File: src/rtl/core/mccs_pkg.sv
// Package of the charge and current stats block: widths, register indexes,
// controller states and the command/status bundles. No dependencies.
`default_nettype none

package mccs_pkg;

   localparam int MCCS_NUM_CHANNELS = 3;
   localparam int IN_CHANNELS       = 3;

   localparam int ELAPSED_W  = 16;
   localparam int CUR_W      = 19;
   localparam int CHAN_NUM_W = 2;
   localparam int CHARGE_W   = 64;
   localparam int SUM_W      = 64;
   localparam int PROD_W     = CUR_W + ELAPSED_W + 1;
   localparam int MASK_W     = 3;
   localparam int WLEN_W     = 8;

   localparam int REQ_TDATA_W = 80;
   localparam int RSP_TDATA_W = 128;

   localparam int CSR_INDEX_W = 4;
   localparam int CSR_DATA_W  = 8;

   localparam logic [CSR_INDEX_W-1:0] CSR_DISABLE_MASK  = CSR_INDEX_W'(0);
   localparam logic [CSR_INDEX_W-1:0] CSR_WINDOW_LENGTH = CSR_INDEX_W'(1);

   localparam logic [WLEN_W-1:0] WLEN_RESET = WLEN_W'(5);

   typedef enum logic [2:0] {
      ST_IDLE,
      ST_MUL,
      ST_ACC,
      ST_ROUND,
      ST_REP_CHECK,
      ST_REP_DIV,
      ST_REP_OUT
   } mccs_state_type;

   typedef struct packed {
      logic capture;
      logic mul;
      logic acc;
      logic round_end;
      logic div_start;
      logic rsp_load;
   } mccs_cmd_type;

   typedef struct packed {
      logic window_end;
      logic chan_logging;
      logic more_logging;
      logic div_done;
      logic rsp_free;
   } mccs_status_type;

endpackage

`default_nettype wire

File: src/rtl/core/mccs_div.sv
// Serial divider: signed 64-bit window sum by unsigned 8-bit round count,
// one quotient bit per cycle, result truncated toward zero and saturated to 19 bits.
// Depends on mccs_pkg.
`default_nettype none

module mccs_div
   import mccs_pkg::*;
(
   input  wire logic                     clock,
   input  wire logic                     reset,
   input  wire logic                     start,
   input  wire logic signed [SUM_W-1:0]  dividend,
   input  wire logic [WLEN_W-1:0]        divisor,
   output logic                          done,
   output logic signed [CUR_W-1:0]       quotient
);

   localparam int CNT_W = $clog2(SUM_W);
   localparam logic [SUM_W-1:0] Q_POS_MAX = SUM_W'((64'd1 << (CUR_W - 1)) - 64'd1);
   localparam logic [SUM_W-1:0] Q_NEG_MAX = SUM_W'(64'd1 << (CUR_W - 1));
   localparam logic [CUR_W-1:0] SAT_POS = {1'b0, {(CUR_W-1){1'b1}}};
   localparam logic [CUR_W-1:0] SAT_NEG = {1'b1, {(CUR_W-1){1'b0}}};

   logic              busy_ff, busy_in;
   logic              done_ff, done_in;
   logic [CNT_W-1:0]  cnt_ff, cnt_in;
   logic              neg_ff, neg_in;
   logic [SUM_W-1:0]  quo_ff, quo_in;
   logic [WLEN_W-1:0] rem_ff, rem_in;
   logic [WLEN_W-1:0] dsr_ff, dsr_in;

   logic [WLEN_W:0]   trial;
   logic [WLEN_W:0]   diff;
   logic              ge;
   logic              last_step;

   assign trial     = {rem_ff, quo_ff[SUM_W-1]};
   assign diff      = trial - {1'b0, dsr_ff};
   assign ge        = trial >= {1'b0, dsr_ff};
   assign last_step = cnt_ff == CNT_W'(SUM_W - 1);

   always_comb begin
      busy_in = busy_ff;
      done_in = 1'b0;
      cnt_in  = cnt_ff;
      neg_in  = neg_ff;
      quo_in  = quo_ff;
      rem_in  = rem_ff;
      dsr_in  = dsr_ff;
      if (start) begin
         busy_in = 1'b1;
         cnt_in  = '0;
         neg_in  = dividend[SUM_W-1];
         quo_in  = dividend[SUM_W-1] ? (~dividend + SUM_W'(1)) : dividend;
         rem_in  = '0;
         dsr_in  = divisor;
      end else if (busy_ff) begin
         quo_in = {quo_ff[SUM_W-2:0], ge};
         rem_in = ge ? diff[WLEN_W-1:0] : trial[WLEN_W-1:0];
         cnt_in = cnt_ff + CNT_W'(1);
         if (last_step) begin
            busy_in = 1'b0;
            done_in = 1'b1;
         end
      end
   end

   always_ff @(posedge clock) begin
      if (reset) begin
         busy_ff <= 1'b0;
         done_ff <= 1'b0;
      end else begin
         busy_ff <= busy_in;
         done_ff <= done_in;
      end
   end

   always_ff @(posedge clock) begin
      cnt_ff <= cnt_in;
      neg_ff <= neg_in;
      quo_ff <= quo_in;
      rem_ff <= rem_in;
      dsr_ff <= dsr_in;
   end

   always_comb begin
      if (neg_ff) begin
         quotient = (quo_ff > Q_NEG_MAX) ? SAT_NEG : -quo_ff[CUR_W-1:0];
      end else begin
         quotient = (quo_ff > Q_POS_MAX) ? SAT_POS : quo_ff[CUR_W-1:0];
      end
   end

   assign done = done_ff;

endmodule

`default_nettype wire

File: src/rtl/core/mccs_dp.sv
// Datapath: configuration registers, per-channel window and charge state,
// charge multiplier, round counter, divider and the result register.
// Depends on mccs_pkg and mccs_div.
`default_nettype none

module mccs_dp
   import mccs_pkg::*;
#(
   parameter int NUM_CHANNELS = MCCS_NUM_CHANNELS,
   parameter int CH_W         = (NUM_CHANNELS > 1) ? $clog2(NUM_CHANNELS) : 1
) (
   input  wire logic                       clock,
   input  wire logic                       reset,
   input  wire logic                       csr_valid,
   input  wire logic [CSR_INDEX_W-1:0]     csr_index,
   input  wire logic [CSR_DATA_W-1:0]      csr_data,
   input  wire logic [ELAPSED_W-1:0]       elapsed_ms,
   input  wire logic signed [CUR_W-1:0]    current_a,
   input  wire logic signed [CUR_W-1:0]    current_b,
   input  wire logic signed [CUR_W-1:0]    current_c,
   input  wire mccs_cmd_type               cmd,
   input  wire logic [CH_W-1:0]            chan,
   output mccs_status_type                 status,
   input  wire logic                       rsp_ready,
   output logic                            rsp_valid,
   output logic [CHAN_NUM_W-1:0]           channel_number,
   output logic signed [CUR_W-1:0]         average_current,
   output logic signed [CUR_W-1:0]         minimum_current,
   output logic signed [CUR_W-1:0]         maximum_current,
   output logic signed [CHARGE_W-1:0]      charge_total,
   output logic                            last_report
);

   localparam logic signed [CHARGE_W-1:0] CHARGE_MAX = {1'b0, {(CHARGE_W-1){1'b1}}};
   localparam logic signed [CHARGE_W-1:0] CHARGE_MIN = {1'b1, {(CHARGE_W-1){1'b0}}};

   // configuration
   logic [MASK_W-1:0] mask_ff, mask_in;
   logic [WLEN_W-1:0] wlen_ff, wlen_in;

   // captured round
   logic [ELAPSED_W-1:0]    elapsed_ff, elapsed_in;
   logic signed [CUR_W-1:0] cap_ff [IN_CHANNELS];
   logic signed [CUR_W-1:0] cap_in [IN_CHANNELS];

   // per-channel state
   logic [NUM_CHANNELS-1:0]    logging_ff;
   logic signed [CUR_W-1:0]    min_ff    [NUM_CHANNELS];
   logic signed [CUR_W-1:0]    max_ff    [NUM_CHANNELS];
   logic signed [SUM_W-1:0]    sum_ff    [NUM_CHANNELS];
   logic signed [CHARGE_W-1:0] charge_ff [NUM_CHANNELS];

   logic signed [CUR_W-1:0]    min_in, max_in;
   logic signed [SUM_W-1:0]    sum_in;
   logic signed [CHARGE_W-1:0] charge_in;

   // multiplier stage
   logic signed [CUR_W-1:0]  cur_ff, cur_in;
   logic signed [PROD_W-1:0] prod_ff, prod_in;

   logic [WLEN_W-1:0] round_ff, round_in;
   logic [WLEN_W-1:0] divcnt_ff, divcnt_in;
   logic [WLEN_W-1:0] rc_next;

   logic                       rsp_valid_ff, rsp_valid_in;
   logic [CHAN_NUM_W-1:0]      rsp_chan_ff;
   logic signed [CUR_W-1:0]    rsp_avg_ff, rsp_min_ff, rsp_max_ff;
   logic signed [CHARGE_W-1:0] rsp_charge_ff;
   logic                       rsp_last_ff;

   logic signed [CUR_W-1:0] cur_vec  [NUM_CHANNELS];
   logic [NUM_CHANNELS-1:0] mask_vec;
   logic                    active;
   logic                    more;
   logic signed [CHARGE_W:0] csum;
   logic                    div_done;
   logic signed [CUR_W-1:0] div_q;

   for (genvar i = 0; i < NUM_CHANNELS; i++) begin : g_chan_src
      if (i < IN_CHANNELS) begin : g_in
         assign cur_vec[i] = cap_ff[i];
      end else begin : g_zero
         assign cur_vec[i] = '0;
      end
      if (i < MASK_W) begin : g_mask
         assign mask_vec[i] = mask_ff[i];
      end else begin : g_nomask
         assign mask_vec[i] = 1'b0;
      end
   end

   // configuration writes
   always_comb begin
      mask_in = mask_ff;
      wlen_in = wlen_ff;
      if (csr_valid) begin
         case (csr_index)
            CSR_DISABLE_MASK:  mask_in = csr_data[MASK_W-1:0];
            CSR_WINDOW_LENGTH: wlen_in = csr_data[WLEN_W-1:0];
            default: ;
         endcase
      end
   end

   always_ff @(posedge clock) begin
      if (reset) begin
         mask_ff <= '0;
         wlen_ff <= WLEN_RESET;
      end else begin
         mask_ff <= mask_in;
         wlen_ff <= wlen_in;
      end
   end

   // capture of the round
   always_comb begin
      elapsed_in = elapsed_ff;
      cap_in     = cap_ff;
      if (cmd.capture) begin
         elapsed_in = elapsed_ms;
         cap_in[0]  = current_a;
         cap_in[1]  = current_b;
         cap_in[2]  = current_c;
      end
   end

   always_ff @(posedge clock) begin
      elapsed_ff <= elapsed_in;
      cap_ff     <= cap_in;
   end

   // charge product, registered before the accumulate
   assign cur_in  = cmd.mul ? cur_vec[chan] : cur_ff;
   assign prod_in = cmd.mul ? cur_vec[chan] * $signed({1'b0, elapsed_ff}) : prod_ff;

   always_ff @(posedge clock) begin
      cur_ff  <= cur_in;
      prod_ff <= prod_in;
   end

   // channel update: silent until the first nonzero current
   assign active = !mask_vec[chan] && (logging_ff[chan] || (cur_ff != '0));
   assign csum   = $signed({charge_ff[chan][CHARGE_W-1], charge_ff[chan]})
                 + (CHARGE_W+1)'(prod_ff);

   always_comb begin
      if (round_ff != '0) begin
         max_in = max_ff[chan];
         min_in = min_ff[chan];
         if (cur_ff > max_ff[chan]) begin
            max_in = cur_ff;
         end else if (cur_ff < min_ff[chan]) begin
            min_in = cur_ff;
         end
         sum_in = sum_ff[chan] + SUM_W'(cur_ff);
      end else begin
         max_in = cur_ff;
         min_in = cur_ff;
         sum_in = SUM_W'(cur_ff);
      end
      if (csum[CHARGE_W] != csum[CHARGE_W-1]) begin
         charge_in = csum[CHARGE_W] ? CHARGE_MIN : CHARGE_MAX;
      end else begin
         charge_in = csum[CHARGE_W-1:0];
      end
   end

   always_ff @(posedge clock) begin
      if (reset) begin
         logging_ff <= '0;
         for (int i = 0; i < NUM_CHANNELS; i++) begin
            min_ff[i]    <= '0;
            max_ff[i]    <= '0;
            sum_ff[i]    <= '0;
            charge_ff[i] <= '0;
         end
      end else if (cmd.acc && active) begin
         logging_ff[chan] <= 1'b1;
         min_ff[chan]     <= min_in;
         max_ff[chan]     <= max_in;
         sum_ff[chan]     <= sum_in;
         charge_ff[chan]  <= charge_in;
      end
   end

   // round counter and window close
   assign rc_next = round_ff + WLEN_W'(1);

   always_comb begin
      round_in  = round_ff;
      divcnt_in = divcnt_ff;
      if (cmd.round_end) begin
         if (rc_next >= wlen_ff) begin
            round_in  = '0;
            divcnt_in = (rc_next == '0) ? WLEN_W'(1) : rc_next;
         end else begin
            round_in = rc_next;
         end
      end
   end

   always_ff @(posedge clock) begin
      if (reset) begin
         round_ff <= '0;
      end else begin
         round_ff <= round_in;
      end
   end

   always_ff @(posedge clock) begin
      divcnt_ff <= divcnt_in;
   end

   mccs_div u_div (
      .clock    (clock),
      .reset    (reset),
      .start    (cmd.div_start),
      .dividend (sum_ff[chan]),
      .divisor  (divcnt_ff),
      .done     (div_done),
      .quotient (div_q)
   );

   // does a higher channel still report in this window
   always_comb begin
      more = 1'b0;
      for (int i = 0; i < NUM_CHANNELS; i++) begin
         if ((CH_W'(i) > chan) && logging_ff[i]) begin
            more = 1'b1;
         end
      end
   end

   // result register
   always_comb begin
      rsp_valid_in = rsp_valid_ff;
      if (cmd.rsp_load) begin
         rsp_valid_in = 1'b1;
      end else if (rsp_ready) begin
         rsp_valid_in = 1'b0;
      end
   end

   always_ff @(posedge clock) begin
      if (reset) begin
         rsp_valid_ff <= 1'b0;
      end else begin
         rsp_valid_ff <= rsp_valid_in;
      end
   end

   always_ff @(posedge clock) begin
      if (cmd.rsp_load) begin
         rsp_chan_ff   <= CHAN_NUM_W'(chan);
         rsp_avg_ff    <= div_q;
         rsp_min_ff    <= min_ff[chan];
         rsp_max_ff    <= max_ff[chan];
         rsp_charge_ff <= charge_ff[chan];
         rsp_last_ff   <= !more;
      end
   end

   always_comb begin
      status.window_end   = rc_next >= wlen_ff;
      status.chan_logging = logging_ff[chan];
      status.more_logging = more;
      status.div_done     = div_done;
      status.rsp_free     = !rsp_valid_ff || rsp_ready;
   end

   assign rsp_valid       = rsp_valid_ff;
   assign channel_number  = rsp_chan_ff;
   assign average_current = rsp_avg_ff;
   assign minimum_current = rsp_min_ff;
   assign maximum_current = rsp_max_ff;
   assign charge_total    = rsp_charge_ff;
   assign last_report     = rsp_last_ff;

endmodule

`default_nettype wire

File: src/rtl/core/mccs_ctrl.sv
// Controller: walks the channels for the update of one round, then through
// the reports when a window closes. Depends on mccs_pkg.
`default_nettype none

module mccs_ctrl
   import mccs_pkg::*;
#(
   parameter int NUM_CHANNELS = MCCS_NUM_CHANNELS,
   parameter int CH_W         = (NUM_CHANNELS > 1) ? $clog2(NUM_CHANNELS) : 1
) (
   input  wire logic              clock,
   input  wire logic              reset,
   input  wire logic              req_valid,
   output logic                   req_ready,
   input  wire mccs_status_type   status,
   output mccs_cmd_type           cmd,
   output logic [CH_W-1:0]        chan
);

   localparam logic [CH_W-1:0] LAST_CHAN = CH_W'(NUM_CHANNELS - 1);

   mccs_state_type  state_ff, state_in;
   logic [CH_W-1:0] chan_ff, chan_in;
   logic            last_chan;

   assign last_chan = chan_ff == LAST_CHAN;

   always_comb begin
      state_in = state_ff;
      chan_in  = chan_ff;
      case (state_ff)
         ST_IDLE: begin
            if (req_valid) begin
               state_in = ST_MUL;
               chan_in  = '0;
            end
         end
         ST_MUL: begin
            state_in = ST_ACC;
         end
         ST_ACC: begin
            if (last_chan) begin
               state_in = ST_ROUND;
            end else begin
               state_in = ST_MUL;
               chan_in  = chan_ff + CH_W'(1);
            end
         end
         ST_ROUND: begin
            if (status.window_end) begin
               state_in = ST_REP_CHECK;
               chan_in  = '0;
            end else begin
               state_in = ST_IDLE;
            end
         end
         ST_REP_CHECK: begin
            if (status.chan_logging) begin
               state_in = ST_REP_DIV;
            end else if (last_chan || !status.more_logging) begin
               state_in = ST_IDLE;
            end else begin
               chan_in = chan_ff + CH_W'(1);
            end
         end
         ST_REP_DIV: begin
            if (status.div_done) begin
               state_in = ST_REP_OUT;
            end
         end
         ST_REP_OUT: begin
            if (status.rsp_free) begin
               if (last_chan || !status.more_logging) begin
                  state_in = ST_IDLE;
               end else begin
                  state_in = ST_REP_CHECK;
                  chan_in  = chan_ff + CH_W'(1);
               end
            end
         end
         default: begin
            state_in = ST_IDLE;
         end
      endcase
   end

   always_comb begin
      req_ready     = 1'b0;
      cmd           = '0;
      case (state_ff)
         ST_IDLE: begin
            req_ready   = 1'b1;
            cmd.capture = req_valid;
         end
         ST_MUL:       cmd.mul       = 1'b1;
         ST_ACC:       cmd.acc       = 1'b1;
         ST_ROUND:     cmd.round_end = 1'b1;
         ST_REP_CHECK: cmd.div_start = status.chan_logging;
         ST_REP_OUT:   cmd.rsp_load  = status.rsp_free;
         default: ;
      endcase
   end

   always_ff @(posedge clock) begin
      if (reset) begin
         state_ff <= ST_IDLE;
         chan_ff  <= '0;
      end else begin
         state_ff <= state_in;
         chan_ff  <= chan_in;
      end
   end

   assign chan = chan_ff;

endmodule

`default_nettype wire

File: src/rtl/core/multichannel_charge_and_current_stats.sv
// Multichannel coulomb counter with windowed current statistics; top level.
// Depends on mccs_pkg, mccs_ctrl, mccs_dp (which holds mccs_div).
//
// req_ carries one measurement round per item: elapsed milliseconds and a
// signed current per input channel in 0.01 mA. req_tready is high only
// while the block is idle; one item is worked on at a time.
// A round runs one multiply and one accumulate step per channel, then a
// round-end step. When the round closes a window, each logging channel adds
// a division by the 64-step serial divider that forms the average.
// rsp_ delivers one item per logging channel, in channel order, rsp_tlast
// marking the last of the window. A quiet window yields no item.
// rsp_ has its own output register: a stalled receiver holds up only the
// next report; the block goes back to idle and takes a new round while the
// final report of a window still waits.
// csr_ writes a register by index (0: channel disable mask, 1: window
// length); csr_ready is always high. Write only while idle.
// reset (synchronous) clears the state, logging flags, round count and the
// valid flag of the result register; window length returns to 5 and the mask to zero.
`default_nettype none

module multichannel_charge_and_current_stats
   import mccs_pkg::*;
#(
   parameter int NUM_CHANNELS = MCCS_NUM_CHANNELS
) (
   input  wire logic                     clock,
   input  wire logic                     reset,
   input  wire logic                     req_tvalid,
   output logic                          req_tready,
   // elapsed_ms[15:0], current_a[34:16], current_b[53:35], current_c[72:54]
   input  wire logic [REQ_TDATA_W-1:0]   req_tdata,
   output logic                          rsp_tvalid,
   input  wire logic                     rsp_tready,
   // channel_number[1:0], average_current[20:2], minimum_current[39:21],
   // maximum_current[58:40], charge_total[122:59]
   output logic [RSP_TDATA_W-1:0]        rsp_tdata,
   output logic                          rsp_tlast,
   input  wire logic                     csr_valid,
   output logic                          csr_ready,
   input  wire logic [CSR_INDEX_W-1:0]   csr_index,
   input  wire logic [CSR_DATA_W-1:0]    csr_data
);

   localparam int CH_W = (NUM_CHANNELS > 1) ? $clog2(NUM_CHANNELS) : 1;

   mccs_cmd_type               cmd;
   mccs_status_type            status;
   logic [CH_W-1:0]            chan;
   logic [CHAN_NUM_W-1:0]      channel_number;
   logic signed [CUR_W-1:0]    average_current;
   logic signed [CUR_W-1:0]    minimum_current;
   logic signed [CUR_W-1:0]    maximum_current;
   logic signed [CHARGE_W-1:0] charge_total;

   mccs_ctrl #(
      .NUM_CHANNELS (NUM_CHANNELS),
      .CH_W         (CH_W)
   ) u_ctrl (
      .clock     (clock),
      .reset     (reset),
      .req_valid (req_tvalid),
      .req_ready (req_tready),
      .status    (status),
      .cmd       (cmd),
      .chan      (chan)
   );

   mccs_dp #(
      .NUM_CHANNELS (NUM_CHANNELS),
      .CH_W         (CH_W)
   ) u_dp (
      .clock           (clock),
      .reset           (reset),
      .csr_valid       (csr_valid),
      .csr_index       (csr_index),
      .csr_data        (csr_data),
      .elapsed_ms      (req_tdata[15:0]),
      .current_a       (req_tdata[34:16]),
      .current_b       (req_tdata[53:35]),
      .current_c       (req_tdata[72:54]),
      .cmd             (cmd),
      .chan            (chan),
      .status          (status),
      .rsp_ready       (rsp_tready),
      .rsp_valid       (rsp_tvalid),
      .channel_number  (channel_number),
      .average_current (average_current),
      .minimum_current (minimum_current),
      .maximum_current (maximum_current),
      .charge_total    (charge_total),
      .last_report     (rsp_tlast)
   );

   assign rsp_tdata = {5'd0, charge_total, maximum_current, minimum_current,
                       average_current, channel_number};
   assign csr_ready = 1'b1;

endmodule

`default_nettype wire

File: config.mk
export PLATFORM = sky130hd
export DESIGN_NAME = multichannel_charge_and_current_stats
export DESIGN_NICKNAME = d
export VERILOG_FILES = /design/src/rtl/core/mccs_pkg.sv /design/src/rtl/core/mccs_div.sv /design/src/rtl/core/mccs_dp.sv /design/src/rtl/core/mccs_ctrl.sv /design/src/rtl/core/multichannel_charge_and_current_stats.sv
export SDC_FILE = /design/constraint.sdc
export NUM_CORES = 2
export LEC_CHECK = 0
export ABC_AREA = 1
export CORE_ASPECT_RATIO = 1.75
export CORE_MARGIN = 4
export CORE_UTILIZATION = 45
export CTS_BUF_LIST = sky130_fd_sc_hd__clkbuf_4 sky130_fd_sc_hd__clkbuf_8
export DETAILED_ROUTE_END_ITERATION = 10
export DONT_BUFFER_PORTS = 1
export SLEW_MARGIN = 20
export SYNTH_ARGS = -nofsm -noshare
export SYNTH_HDL_FRONTEND = slang
export SYNTH_HIERARCHICAL = 1
export SYNTH_SLANG_ARGS = --single-unit
File: constraint.sdc
create_clock -name clock -period 12.65 [get_ports clock]
set_input_delay 3.795 -clock clock [delete_from_list [all_inputs] [get_ports clock]]
set_output_delay 3.795 -clock clock [all_outputs]
set_load 0.005 [all_outputs]
==> out/metrics.cfg <==
[status]
outcome = finished clean

[flow_run]
maxCapViolations = 0

[setup_path]
rrSetupSlack_ns = 4.54
cp-end-kind = flop
required_ns = 13.25
path_class = flop to flop
cp_max_fo = 20
start_kind = flop
cp_cell_sequence = inv_1 -> nor2_4 -> a22oi_1 -> nand2_1 -> nand2_1 -> fa_1 -> inv_1 -> fa_1 -> fa_1 -> fa_1 -> fa_1 -> inv_1 -> fa_1 -> inv_1 -> ha_1 -> a21oi_1 -> o21ai_0 -> a21oi_1 -> nand3_1 -> nand3_1 -> nand3_1 -> xor2_1
cp_slowest_cell = fa_1
cp.arrival_ns = 8.70
regToRegStartpoint = u_ctrl/chan[0]$_SDFFE_PP0P_
path_common_cell = fa_1
slowest_delay_ns = 0.92
r2r_end = u_dp/prod_ff[35]$_DFFE_PP_
reg2regPathDepth = 22

[logic_synthesis]
synth_area_leaders = edfxtp_1, nand2_1, fa_1
yosys.area.top_type_share = 0.438
yosys_register_bits = 1041
yosys_warnings = 6
yosysTopAreaCell = edfxtp_1
syn_inst = 7772
yosys.cell_types.count = 58
syn-cell-area_mm2 = 0.0683
syn_area_per_cell_um2 = 8.79
synth.yosys.seq_area_share = 0.451

[place]
gp_congestion = 0.958
port_buffers = 0
hpwl_mm = 158
place_area_mm2 = 0.0701
place_ws_ns = 3.82

[route]
via_count = 53400
ant_nets = 0
wirelength_mm = 217
drt_iter0_drc = 3390
avgViaCountPerCell = 5.44
routedWlPerCell_um = 22.1
drc = 0
firstDrtPassIters = 7

[die]
dieHeight_um = 523
core_mm2 = 0.150
row_count = 188
ios = 229
die_w_um = 302
start_util = 0.454
dieArea_mm2 = 0.158

[global_routing]
grt_pass1_vias = 54600
grt_use_met1 = 0.281
antenna_found_initial = 7
grt_max_degree = 133
grt_pass1_wl_mm = 322
busiest_layer = met2
gr-usage-met3 = 0.0287
grt_overflow = 0
grtUsageMet2 = 0.515
track_usage = 0.271

[clock_network]
root_buffer = clkbuf_8
clock-sinks = 1041
clk-insertion-delay-late_ns = 0.91
clk_pin_slew_ns = 0.06
cts_resized = 0
clockBufferDepth = 4
h-tree-depth = 4
cts_tree = built
post_cts_buffers = 0
cts_buffers = 164
cts-hold-fix-buffers = 0

[timing]
whs_ns = 0.420
drv_slew = 0
skew_ns = 0.104
fin_crit_ns = 8.11
worst_slack_ns = 4.54
setup_tns_ns = 0
rsz0062_at_grt = no
finalHoldViolCount = 0
finalCritPeriodShare = 0.641
worst_pin_slew_ns = 1.12
max_freq_mhz = 123
maxSlewHeadroom = 0.254
setup_violations = 0

[min_path]
worstHoldEndpoint = u_dp/u_div/dsr_ff[3]$_DFFE_PP_
min_from = u_dp/divcnt_ff[3]$_SDFFCE_PN0P_
whs_path_depth = 0
hold_class = flop to flop

[finish]
syn2layout_area_growth_pct = 7.47
nNetsFinal = 8399
drive_gt1_frac = 0.0566
stdcell_area_mm2 = 0.0734

[metrics by stage]
stage	utilization	std cells
4_1_cts	0.488	9824
3_3_place_gp	0.466	9542
6_report	0.488	9831
5_1_grt	0.488	9830
3_5_place_dp	0.466	9542
2_1_floorplan	-	7776
[state kept, by name (all words and copies together), names as in the netlist, 16 cells and up]
signal	cells
u_dp/prod_ff	36
u_dp/cur_ff	19
u_dp/sum_ff	256
u_dp/average_current	19
u_dp/max_ff	76
u_dp/charge_total	64
u_dp/min_ff	76
u_dp/maximum_current	19
u_dp/elapsed_ff	16
u_dp/minimum_current	19
u_dp/u_div/quo_ff	64
u_dp/charge_ff	256
u_dp/cap_ff	57
[critical path: cells and delay by family, from the launching register on]
family                   cells  cell delay, ns
AO/OA/AOI/OAI                4            0.64
flip-flops                   1            0.67
XOR/XNOR                     1            0.14
buffers and inverters        4            0.40
adder cells (fa/ha/maj)      7            4.11
AND/OR/NAND/NOR              6            1.83
[logic make-up (layout without fill, tap and decap cells)]
logic type | Yosys count | after routing | share of synthesized area
and+or+nand+nor | 3276 | 3276 | 0.197
AOI/OAI and AO/OA | 1159 | 1159 | 0.101
buffers and inverters | 1568 | 1622 | 0.0906
xor gates and xnor gates | 138 | 138 | 0.0177
other | 2 | 12 | 0.000110
DFF | 1041 | 1041 | 0.451
adders and majority gates | 588 | 588 | 0.142
[placed cells by master (no fill, tap or decap), types with 13 or more instances in the layout]
cell and n:
inv_1 1261, xnor2_1 33, nor2_2 17, o21ai_1 15, a21oi_2 23, nand3_1 318
fa_1 310, buf_4 51, inv_2 18, xor2_1 105, clkinv_2 16, nor2_1 708
clkbuf_8 172, and2_1 32, nand2_2 25, a21o_1 13, a21oi_1 501, nand4_1 64
clkinv_1 27, nand3b_1 22, nor3_1 47, clkbuf_4 41, a221oi_1 14, dfxtp_1 44
a22oi_1 299, o21ai_0 213, nand2_1 1976, nor4_1 19, o21bai_1 32, edfxtp_1 997
o21a_1 16, ha_1 278
[area by class of cell]
type	count	area, µm²
diodes	6	15.0
clock buffers	213	2680
fillers	14400	76900
well taps	1995	2500
repair buffers	58	508
flip-flops and latches	1041	30800
multi-input cells	5167	31400
inverters	1282	4820
clock inverters	69	636
[worst max path at each step]
stage | startpoint | end | slack [ns] | cells after the start
6_report | u_ctrl/chan[0]$_SDFFE_PP0P_ | u_dp/prod_ff[35]$_DFFE_PP_ | 4.54 | 22
5_1_grt | u_ctrl/chan[0]$_SDFFE_PP0P_ | u_dp/prod_ff[35]$_DFFE_PP_ | 4.00 | 22
4_1_cts | u_ctrl/chan[0]$_SDFFE_PP0P_ | u_dp/prod_ff[35]$_DFFE_PP_ | 4.50 | 22
3_5_place_dp | reset | u_dp/sum_ff[1][46]$_SDFFCE_PN0P_ | 3.82 | 7
3_3_place_gp | reset | u_dp/sum_ff[1][61]$_SDFFCE_PN0P_ | 3.90 | 7
2_1_floorplan | reset | u_dp/charge_ff[3][0]$_DFFE_PP_ | 0.64 | 5
[routing by layer]
layer	vias to the layer above	part of all wire
met5	-	0
met4	0	0.072
met3	540	0.042
met2	1599	0.54
met1	26000	0.35
li1	25300	-
[synth_stat cells (all sizes together)]
cell,n
o31ai,1
a21o,13
ha,278
a21boi,3
o211ai,10
xnor2,33
inv,1281
o21ai,231
dfxtp,44
o21a,16
fa,310
nand3,326
nor3b,2
a22o,1
xor2,105
a31o,1
nand4,66
a31oi,11
and3,2
a21oi,524
clkbuf,155
o2111ai,1
nand2,2010
buf,130
clkinv,1
nor4,19
a22oi,299
dlygate4sd1,1
edfxtp,997
conb,2
and2,32
o22ai,2
nand3b,22
nor2,737
o21bai,32
or2,5
a221oi,14
nor3,55
Power is not shown: default switching activity piles up to over one toggle a cycle in this logic, so the estimate is an artifact.
